===== src/rtl/ckb_pkg.sv =====
package ckb_pkg;

    localparam int MAX_DIM_DEF = 4096;

    // fixed field widths
    localparam int ORG_W   = 12;
    localparam int DIM_IN_W = 13;
    localparam int SCR_W   = 13;
    localparam int PITCH_W = 14;
    localparam int COLOR_W = 32;
    localparam int ADDR_W  = 26;
    localparam int CFG_W   = 32;
    localparam int CFG_IDX_W = 2;

    typedef enum logic [CFG_IDX_W-1:0] {
        REG_SCREEN_WIDTH  = 2'd0,
        REG_SCREEN_HEIGHT = 2'd1,
        REG_ROW_PITCH     = 2'd2,
        REG_COLOR_KEY     = 2'd3
    } t_cfg_reg;

    localparam logic [COLOR_W-1:0] KEY_RESET = 32'h00FF_00FF;

endpackage


===== src/rtl/color_keyed_clipped_blit.sv =====
// channel  | handshake                 | payload
// ---------+---------------------------+------------------------------------------
// pixel in | i_in_valid / o_in_stall   | first_pixel, origin, image size, colour
// fb write | o_out_valid / i_out_stall | write_enable, fb_address, write_color, last
// config   | i_cfg_we                  | i_cfg_index, i_cfg_data
//
// One item per cycle while the output is not stalled; an item is registered in the
// raster/clip stage, then the address multiply-add goes into the output register.
// Reset is synchronous, active low; colour key resets to magenta, others to zero.
// Stalls back up stage by stage: an item is still taken while a result waits,
// as long as the raster stage is free.
module color_keyed_clipped_blit #(
    parameter int MAX_DIM = ckb_pkg::MAX_DIM_DEF
) (
    input  logic                           i_clk,
    input  logic                           i_rst_n,
    input  logic                           i_in_valid,
    output logic                           o_in_stall,
    input  logic                           i_first_pixel,
    input  logic [ckb_pkg::ORG_W-1:0]      i_origin_x,
    input  logic [ckb_pkg::ORG_W-1:0]      i_origin_y,
    input  logic [ckb_pkg::DIM_IN_W-1:0]   i_image_width,
    input  logic [ckb_pkg::DIM_IN_W-1:0]   i_image_height,
    input  logic [ckb_pkg::COLOR_W-1:0]    i_pixel_color,
    output logic                           o_out_valid,
    input  logic                           i_out_stall,
    output logic                           o_write_enable,
    output logic [ckb_pkg::ADDR_W-1:0]     o_fb_address,
    output logic [ckb_pkg::COLOR_W-1:0]    o_write_color,
    output logic                           o_last,
    input  logic                           i_cfg_we,
    input  logic [ckb_pkg::CFG_IDX_W-1:0]  i_cfg_index,
    input  logic [ckb_pkg::CFG_W-1:0]      i_cfg_data
);

    localparam int CNT_W = $clog2(MAX_DIM);
    localparam int DX_W  = ((CNT_W > ckb_pkg::ORG_W) ? CNT_W : ckb_pkg::ORG_W) + 1;
    localparam int SUM_W = DX_W + ckb_pkg::PITCH_W + 1;

    logic [ckb_pkg::SCR_W-1:0]   r_scr_w, r_scr_h;
    logic [ckb_pkg::PITCH_W-1:0] r_pitch;
    logic [ckb_pkg::COLOR_W-1:0] r_key;

    always_ff @(posedge i_clk) begin
        if (!i_rst_n) begin
            r_scr_w <= '0;
            r_scr_h <= '0;
            r_pitch <= '0;
            r_key   <= ckb_pkg::KEY_RESET;
        end else if (i_cfg_we) begin
            unique case (ckb_pkg::t_cfg_reg'(i_cfg_index))
                ckb_pkg::REG_SCREEN_WIDTH:  r_scr_w <= i_cfg_data[ckb_pkg::SCR_W-1:0];
                ckb_pkg::REG_SCREEN_HEIGHT: r_scr_h <= i_cfg_data[ckb_pkg::SCR_W-1:0];
                ckb_pkg::REG_ROW_PITCH:     r_pitch <= i_cfg_data[ckb_pkg::PITCH_W-1:0];
                ckb_pkg::REG_COLOR_KEY:     r_key   <= i_cfg_data[ckb_pkg::COLOR_W-1:0];
                default: ;
            endcase
        end
    end

    logic                        s1_valid, s1_we, s1_last, out_free;
    logic [DX_W-1:0]             s1_dx, s1_dy;
    logic [ckb_pkg::COLOR_W-1:0] s1_color;

    assign out_free = !o_out_valid || !i_out_stall;

    ckb_raster #(
        .MAX_DIM (MAX_DIM),
        .CNT_W   (CNT_W),
        .DX_W    (DX_W)
    ) u_raster (
        .i_clk           (i_clk),
        .i_rst_n         (i_rst_n),
        .i_in_valid      (i_in_valid),
        .o_in_stall      (o_in_stall),
        .i_first_pixel   (i_first_pixel),
        .i_origin_x      (i_origin_x),
        .i_origin_y      (i_origin_y),
        .i_image_width   (i_image_width),
        .i_image_height  (i_image_height),
        .i_pixel_color   (i_pixel_color),
        .i_screen_width  (r_scr_w),
        .i_screen_height (r_scr_h),
        .i_color_key     (r_key),
        .i_out_free      (out_free),
        .o_valid         (s1_valid),
        .o_dx            (s1_dx),
        .o_dy            (s1_dy),
        .o_we            (s1_we),
        .o_last          (s1_last),
        .o_color         (s1_color)
    );

    logic [SUM_W-1:0] n_sum;
    logic             r_out_valid, n_out_valid;
    logic             r_we, r_last;
    logic [ckb_pkg::ADDR_W-1:0]  r_addr;
    logic [ckb_pkg::COLOR_W-1:0] r_color;

    assign n_sum = SUM_W'(SUM_W'(s1_dy) * SUM_W'(r_pitch)) + SUM_W'(s1_dx);

    always_comb begin
        if (out_free) begin
            n_out_valid = s1_valid;
        end else begin
            n_out_valid = r_out_valid;
        end
    end

    always_ff @(posedge i_clk) begin
        if (!i_rst_n) begin
            r_out_valid <= 1'b0;
        end else begin
            r_out_valid <= n_out_valid;
        end
    end

    always_ff @(posedge i_clk) begin
        if (out_free && s1_valid) begin
            r_we    <= s1_we;
            r_last  <= s1_last;
            r_addr  <= n_sum[ckb_pkg::ADDR_W-1:0];
            r_color <= s1_color;
        end
    end

    assign o_out_valid    = r_out_valid;
    assign o_write_enable = r_we;
    assign o_fb_address   = r_addr;
    assign o_write_color  = r_color;
    assign o_last         = r_last;

    a_stage_moves: assert property (@(posedge i_clk) disable iff (!i_rst_n)
        (s1_valid && out_free) |=> o_out_valid)
        else $error("raster stage item lost on its way to the output");

    a_stall_only_full: assert property (@(posedge i_clk) disable iff (!i_rst_n)
        o_in_stall |-> (s1_valid && o_out_valid && i_out_stall))
        else $error("input stalled with room in the pipeline");

    a_drain: assert property (@(posedge i_clk) disable iff (!i_rst_n)
        (!i_in_valid && !i_out_stall) ##1 (!i_in_valid && !i_out_stall) |=> !o_out_valid)
        else $error("pipeline did not drain");

endmodule


===== src/rtl/ckb_raster.sv =====
module ckb_raster #(
    parameter int MAX_DIM = ckb_pkg::MAX_DIM_DEF,
    parameter int CNT_W   = $clog2(MAX_DIM),
    parameter int DX_W    = ((CNT_W > ckb_pkg::ORG_W) ? CNT_W : ckb_pkg::ORG_W) + 1
) (
    input  logic                          i_clk,
    input  logic                          i_rst_n,
    input  logic                          i_in_valid,
    output logic                          o_in_stall,
    input  logic                          i_first_pixel,
    input  logic [ckb_pkg::ORG_W-1:0]     i_origin_x,
    input  logic [ckb_pkg::ORG_W-1:0]     i_origin_y,
    input  logic [ckb_pkg::DIM_IN_W-1:0]  i_image_width,
    input  logic [ckb_pkg::DIM_IN_W-1:0]  i_image_height,
    input  logic [ckb_pkg::COLOR_W-1:0]   i_pixel_color,
    input  logic [ckb_pkg::SCR_W-1:0]     i_screen_width,
    input  logic [ckb_pkg::SCR_W-1:0]     i_screen_height,
    input  logic [ckb_pkg::COLOR_W-1:0]   i_color_key,
    input  logic                          i_out_free,
    output logic                          o_valid,
    output logic [DX_W-1:0]               o_dx,
    output logic [DX_W-1:0]               o_dy,
    output logic                          o_we,
    output logic                          o_last,
    output logic [ckb_pkg::COLOR_W-1:0]   o_color
);

    localparam int DIM_W = $clog2(MAX_DIM + 1);
    localparam int CMP_W = (DX_W > ckb_pkg::SCR_W) ? DX_W : ckb_pkg::SCR_W;

    // zero acts as one, oversize clamps to MAX_DIM
    function automatic logic [DIM_W-1:0] eff_dim(input logic [ckb_pkg::DIM_IN_W-1:0] d);
        logic [DIM_W-1:0] r;
        if (d == '0) begin
            r = DIM_W'(1);
        end else if (32'(d) > MAX_DIM) begin
            r = DIM_W'(MAX_DIM);
        end else begin
            r = DIM_W'(d);
        end
        return r;
    endfunction

    logic [CNT_W-1:0]          r_col, r_row, n_col, n_row;
    logic [ckb_pkg::ORG_W-1:0] r_ox, r_oy, n_ox, n_oy;
    logic [DIM_W-1:0]          r_w, r_h, n_w, n_h;
    logic                      r_valid, n_valid;
    logic [DX_W-1:0]           r_dx, r_dy, n_dx, n_dy;
    logic                      r_we, r_last, n_we, n_last;
    logic [ckb_pkg::COLOR_W-1:0] r_color;

    logic             accept;
    logic [CNT_W-1:0] col_cur, row_cur;
    logic [DIM_W-1:0] col_inc, row_inc;
    logic             on_screen;

    assign o_in_stall = r_valid && !i_out_free;
    assign accept     = i_in_valid && !o_in_stall;

    always_comb begin
        n_ox = r_ox;
        n_oy = r_oy;
        n_w  = r_w;
        n_h  = r_h;
        col_cur = r_col;
        row_cur = r_row;
        if (i_first_pixel) begin
            n_ox = i_origin_x;
            n_oy = i_origin_y;
            n_w  = eff_dim(i_image_width);
            n_h  = eff_dim(i_image_height);
            col_cur = '0;
            row_cur = '0;
        end

        n_dx = DX_W'(n_ox) + DX_W'(col_cur);
        n_dy = DX_W'(n_oy) + DX_W'(row_cur);
        on_screen = (CMP_W'(n_dx) < CMP_W'(i_screen_width))
                 && (CMP_W'(n_dy) < CMP_W'(i_screen_height));
        n_we   = on_screen && (i_pixel_color != i_color_key);
        n_last = (DIM_W'(col_cur) == n_w - DIM_W'(1))
              && (DIM_W'(row_cur) == n_h - DIM_W'(1));

        // raster advance with wrap back to the top-left
        col_inc = DIM_W'(col_cur) + DIM_W'(1);
        row_inc = DIM_W'(row_cur) + DIM_W'(1);
        if (col_inc >= n_w) begin
            n_col = '0;
            n_row = (row_inc >= n_h) ? '0 : row_inc[CNT_W-1:0];
        end else begin
            n_col = col_inc[CNT_W-1:0];
            n_row = row_cur;
        end

        if (accept) begin
            n_valid = 1'b1;
        end else if (i_out_free) begin
            n_valid = 1'b0;
        end else begin
            n_valid = r_valid;
        end
    end

    always_ff @(posedge i_clk) begin
        if (!i_rst_n) begin
            r_valid <= 1'b0;
            r_col   <= '0;
            r_row   <= '0;
            r_ox    <= '0;
            r_oy    <= '0;
            r_w     <= DIM_W'(1);
            r_h     <= DIM_W'(1);
        end else begin
            r_valid <= n_valid;
            if (accept) begin
                r_col <= n_col;
                r_row <= n_row;
                r_ox  <= n_ox;
                r_oy  <= n_oy;
                r_w   <= n_w;
                r_h   <= n_h;
            end
        end
    end

    always_ff @(posedge i_clk) begin
        if (accept) begin
            r_dx    <= n_dx;
            r_dy    <= n_dy;
            r_we    <= n_we;
            r_last  <= n_last;
            r_color <= i_pixel_color;
        end
    end

    assign o_valid = r_valid;
    assign o_dx    = r_dx;
    assign o_dy    = r_dy;
    assign o_we    = r_we;
    assign o_last  = r_last;
    assign o_color = r_color;

    a_col_in_image: assert property (@(posedge i_clk) disable iff (!i_rst_n)
        DIM_W'(r_col) < r_w)
        else $error("column counter beyond latched width");

    a_row_in_image: assert property (@(posedge i_clk) disable iff (!i_rst_n)
        DIM_W'(r_row) < r_h)
        else $error("row counter beyond latched height");

    a_dim_range: assert property (@(posedge i_clk) disable iff (!i_rst_n)
        (r_w != '0) && (32'(r_w) <= MAX_DIM) && (r_h != '0) && (32'(r_h) <= MAX_DIM))
        else $error("latched size out of range");

endmodule


===== config.mk =====
export PLATFORM = sky130hd
export DESIGN_NAME = color_keyed_clipped_blit
export DESIGN_NICKNAME = d
export VERILOG_FILES = /design/src/rtl/ckb_pkg.sv /design/src/rtl/color_keyed_clipped_blit.sv /design/src/rtl/ckb_raster.sv
export SDC_FILE = /design/constraint.sdc
export NUM_CORES = 1
export LEC_CHECK = 0
export BUFFER_PORTS_ARGS = -buffer_cell sky130_fd_sc_hd__buf_2
export CAP_MARGIN = 20
export CORE_ASPECT_RATIO = 0.6
export CORE_MARGIN = 8
export CORE_UTILIZATION = 53
export DETAILED_ROUTE_END_ITERATION = 8
export GPL_TIMING_DRIVEN = 0
export HOLD_SLACK_MARGIN = 0.12
export PLACE_DENSITY = 0.72
export SETUP_SLACK_MARGIN = 0.15
export SLEW_MARGIN = 20
export SYNTH_ARGS = -nofsm -noshare
export SYNTH_HDL_FRONTEND = slang
export SYNTH_SLANG_ARGS = --single-unit

===== constraint.sdc =====
create_clock -name i_clk -period 7.6 [get_ports i_clk]
set_input_delay 1.14 -clock i_clk [delete_from_list [all_inputs] [get_ports i_clk]]
set_output_delay 1.14 -clock i_clk [all_outputs]
set_load 0.005 [all_outputs]

==> load_flow_metrics.sql <==
INSERT INTO impl_metrics (metric_group, metric, value, unit) VALUES
('hold_path', 'hold_depth', '0', ''),
('hold_path', 'hp-class', 'reg2reg', ''),
('worst_setup_path', 'crit_required', '8.07', 'ns'),
('global_routing', 'grt.total_usage', '24.99', '%'),
('timing', 'timing_max_transition_violations_final', '0', ''),
('floorplan', 'std_cell_rows', '54', ''),
('drt', 'drt-initial-drc-count', '1478', ''),
('logic_synthesis', 'postSynthNetCount', '2512', ''),
('worst_setup_path', 'startpoint_type', 'input pin', ''),
('floorplan', 'die_x', '264.7', 'um'),
('clocking', 'postCtsSetupBuffers', '0', ''),
('clocking', 'cts_bufs_inserted', '28', ''),
('logic_synthesis', 'dominantRegCellSynth', 'dfxtp_1', ''),
('placement', 'detailedPlace.worstSlack', '0.3741', 'ns'),
('floorplan', 'io_count', '184', ''),
('global_routing', 'maximum_number_of_pins_on_one_net_before_global_route_repair', '36', ''),
('global_routing', 'global_route.overflow_total', '0', ''),
('timing', 'rsz0062_at_grt', 'false', ''),
('run', 'max_cap_viol_count', '0', ''),
('drt', 'post_detailed_routing_wire_length', '54940', 'um'),
('clocking', 'cts.sinks', '268', ''),
('cells_and_area', 'drive_above_1_share', '12.63', '%'),
('timing', 'finalHoldViolCount', '0', ''),
('worst_setup_path', 'worst-endpoint-arrival', '7.25', 'ns'),
('clocking', 'count_of_cells_resized_by_post_cts_repair', '0', ''),
('placement', 'total_instance_count_after_detailed_placement', '2744', ''),
('power_and_ir_drop', 'irDropWorstVdd', '0.0001568', 'V'),
('clocking', 'clock_insertion_delay_worst_skew', '0.60', 'ns'),
('drt', 'drtPass1Iterations', '5', ''),
('drt', 'route.detailed.drc', '0', ''),
('drt', 'vias', '15745', ''),
('placement', 'gp_congestion', '0.9506', ''),
('global_routing', 'antenna_found_initial', '2', ''),
('logic_synthesis', 'seq_area_frac_synth', '33.39', '%'),
('timing', 'final.min_clock_period', '6.779', 'ns'),
('logic_synthesis', 'synth.avg_cell_area', '9.446', 'sq um'),
('global_routing', 'grt_pass1_vias', '15662', ''),
('logic_synthesis', 'asyncSetResetFlopFracSynth', '0', '%'),
('drt', 'drt.antenna.violating_nets', '0', ''),
('drt', 'via_per_inst', '5.627', ''),
('hold_path', 'min_to', 'o_write_color[19]', ''),
('clocking', 'cts_hold_buffers', '0', ''),
('worst_setup_path', 'regToRegSetupSlack', '0.83', 'ns'),
('run_status', 'run_status', 'finished, final reports clean', ''),
('timing', 'finClkSkew', '0.03707', 'ns'),
('floorplan', 'core_area', '0.03649', 'sq mm'),
('cells_and_area', 'area_growth_syn_to_layout', '12.66', '%'),
('clocking', 'cell_at_the_root_of_the_clock_tree', 'clkbuf_16', ''),
('clocking', 'htree_num_levels', '1', ''),
('floorplan', 'die_ar', '0.04373', 'sq mm'),
('hold_path', 'critical_hold_path_startpoint', 'u_raster.o_color[19]', ''),
('timing', 'finalHoldWorstSlack', '0.4177', 'ns'),
('logic_synthesis', 'synthesis.area', '0.01967', 'sq mm'),
('power_and_ir_drop', 'p_leak', '9.828', 'nW'),
('clocking', 'clk_path_buf_depth', '3', ''),
('drt', 'wl_per_cell', '19.64', 'um'),
('clocking', 'clkTransAtPathRegs', '0.07', 'ns'),
('timing', 'finalCritPeriodShare', '89.20', '%'),
('worst_setup_path', 'worstSetupEndpointType', 'flop', ''),
('logic_synthesis', 'netlist_instances', '2082', ''),
('placement', 'hpwl', '44230', 'um'),
('worst_setup_path', 'crit_type', 'in2reg', ''),
('cells_and_area', 'final-instance-count-excl-fill', '2798', ''),
('cells_and_area', 'final.fill_count', '3143', ''),
('power_and_ir_drop', 'total_power_per_unit_cell_area', '167.5', 'mW/mm^2'),
('floorplan', 'floorplan.initialDensity', '53.90', '%'),
('logic_synthesis', 'synthDistinctLibCells', '79', ''),
('worst_setup_path', 'critPathMaxFanout', '10', ''),
('logic_synthesis', 'ys_seq_elements', '268', ''),
('global_routing', 'global_route_wire_length_before_repair', '86530', 'um'),
('worst_setup_path', 'reg2reg_from', 'u_raster.o_dy[4]', '');
==> placed cells by master, fill, tap and decap left out, types with 44 or more instances in the layout <==
| master | netlist | routed |
|---|---|---|
| clkbuf_1 | 76 | 86 |
| inv_1 | 206 | 206 |
| and2_1 | 101 | 101 |
| a21oi_1 | 148 | 148 |
| edfxtp_1 | 120 | 120 |
| nand3_1 | 44 | 44 |
| xnor2_1 | 90 | 90 |
| buf_2 | 3 | 186 |
| nor2_1 | 95 | 95 |
| dfxtp_1 | 148 | 148 |
| ha_1 | 166 | 166 |
| fa_1 | 142 | 142 |
| nand2_1 | 336 | 336 |
==> per-layer routing <==
| layer | GRT usage (%) | part of all wire [%] | vias to the layer above | wire length [um] |
|---|---|---|---|---|
| met5 | 0 | 0 | - | 0 |
| met4 | 6.082 | 2.3 | 0 | 1280 |
| met3 | 5.915 | 11 | 76 | 5777 |
| met2 | 37.59 | 41 | 712 | 22720 |
| met1 | 36.16 | 46 | 7561 | 25160 |
| li1 | - | - | 7396 | - |
==> logic make-up after synthesis <==
logic type | share of synthesized area (%)
adder cells (fa/ha/maj) | 25.02
multiplexers | 1.890
AND/OR/NAND/NOR | 17.29
XOR/XNOR | 5.700
buffers and inverters | 5.974
flip-flops | 33.39
AO/OA/AOI/OAI | 10.74
==> power by group <==
group,total [mW],internal [mW],switching (mW),leakage [nW]
logic,0.736,0.289,0.448,7.03
registers,1.64,1.60,0.0447,2.37
clock network,1.33,0.718,0.616,0.426
==> worst max-delay path: stages <==
cell	delay, ns
buf_6	0.13
buf_6	0.19
buf_6	0.19
clkbuf_1	0.50
clkbuf_1	0.69
clkbuf_1	0.57
nor2b_1	0.20
ha_1	0.27
fa_1	0.43
a21o_1	0.17
a21oi_1	0.22
o21bai_1	0.09
a21oi_1	0.24
o21a_1	0.20
o21ai_0	0.13
o21a_1	0.20
nor2_1	0.18
ha_1	0.27
a21oi_1	0.13
nor2b_1	0.05
o21ai_0	0.41
nand2_1	0.09
a2111oi_0	0.31
o211a_1	0.21
==> Yosys cell counts (25+ instances only) <==
cell	n	area share [%]
a21oi_1	148	3.8
and2_1	101	3.2
clkbuf_1	76	1.5
dfxtp_1	148	15
edfxtp_1	120	18
fa_1	142	14
ha_1	166	11
inv_1	206	3.9
mux2_2	25	1.4
nand2_1	336	6.4
nand3_1	44	1.1
nor2_1	95	1.8
nor2b_1	35	1.1
o21ai_0	41	1.0
xnor2_1	90	4.0
xor2_1	38	1.7
==> sequential cells by signal (all words and copies together) (netlist names), 12 cells and up <==
name,cells
o_fb_address,26
o_write_color,32
r_key,32
r_pitch,14
r_scr_h,13
r_scr_w,13
u_raster.o_color,32
u_raster.o_dx,13
u_raster.o_dy,13
u_raster.r_col,12
u_raster.r_h,13
u_raster.r_ox,12
u_raster.r_oy,12
u_raster.r_row,12
u_raster.r_w,13
==> layout make-up <==
| type | count | area [sq um] | area share, % |
|---|---|---|---|
| inverters | 209 | 784.5 | 3.541 |
| plain buffers | 90 | 391.6 | 1.768 |
| diodes | 2 | 5.005 | 0.02259 |
| clock buffers | 41 | 779.5 | 3.518 |
| clock inverters | 11 | 91.34 | 0.4122 |
| flip-flops and latches | 268 | 6566 | 29.64 |
| well taps | 476 | 595.6 | 2.688 |
| multi-input cells | 1515 | 11940 | 53.87 |
| repair buffers | 186 | 1006 | 4.540 |
==> worst max-delay path by stage <==
stage / from / depth (start not counted) / end
2_1_floorplan: i_out_stall / 1 / o_fb_address[0]
3_3_place_gp: i_out_stall / 2 / o_last
3_5_place_dp: i_first_pixel / 24 / u_raster.o_we
4_1_cts: u_raster.o_dy[4] / 18 / o_fb_address[24]
5_1_grt: i_first_pixel / 24 / u_raster.o_we
6_report: i_first_pixel / 24 / u_raster.o_we
==> stage by stage <==
step                cell area (sq um)  setup TNS [ns]  util (%)
floorplan                       19670               0         -
global placement                21170          -44.13     58.03
detailed placement              21280               0     58.33
CTS                             22150               0     60.71
global route                    22160               0     60.73
finish                          22160               0     60.73
(Power assumes the default switching activity.)
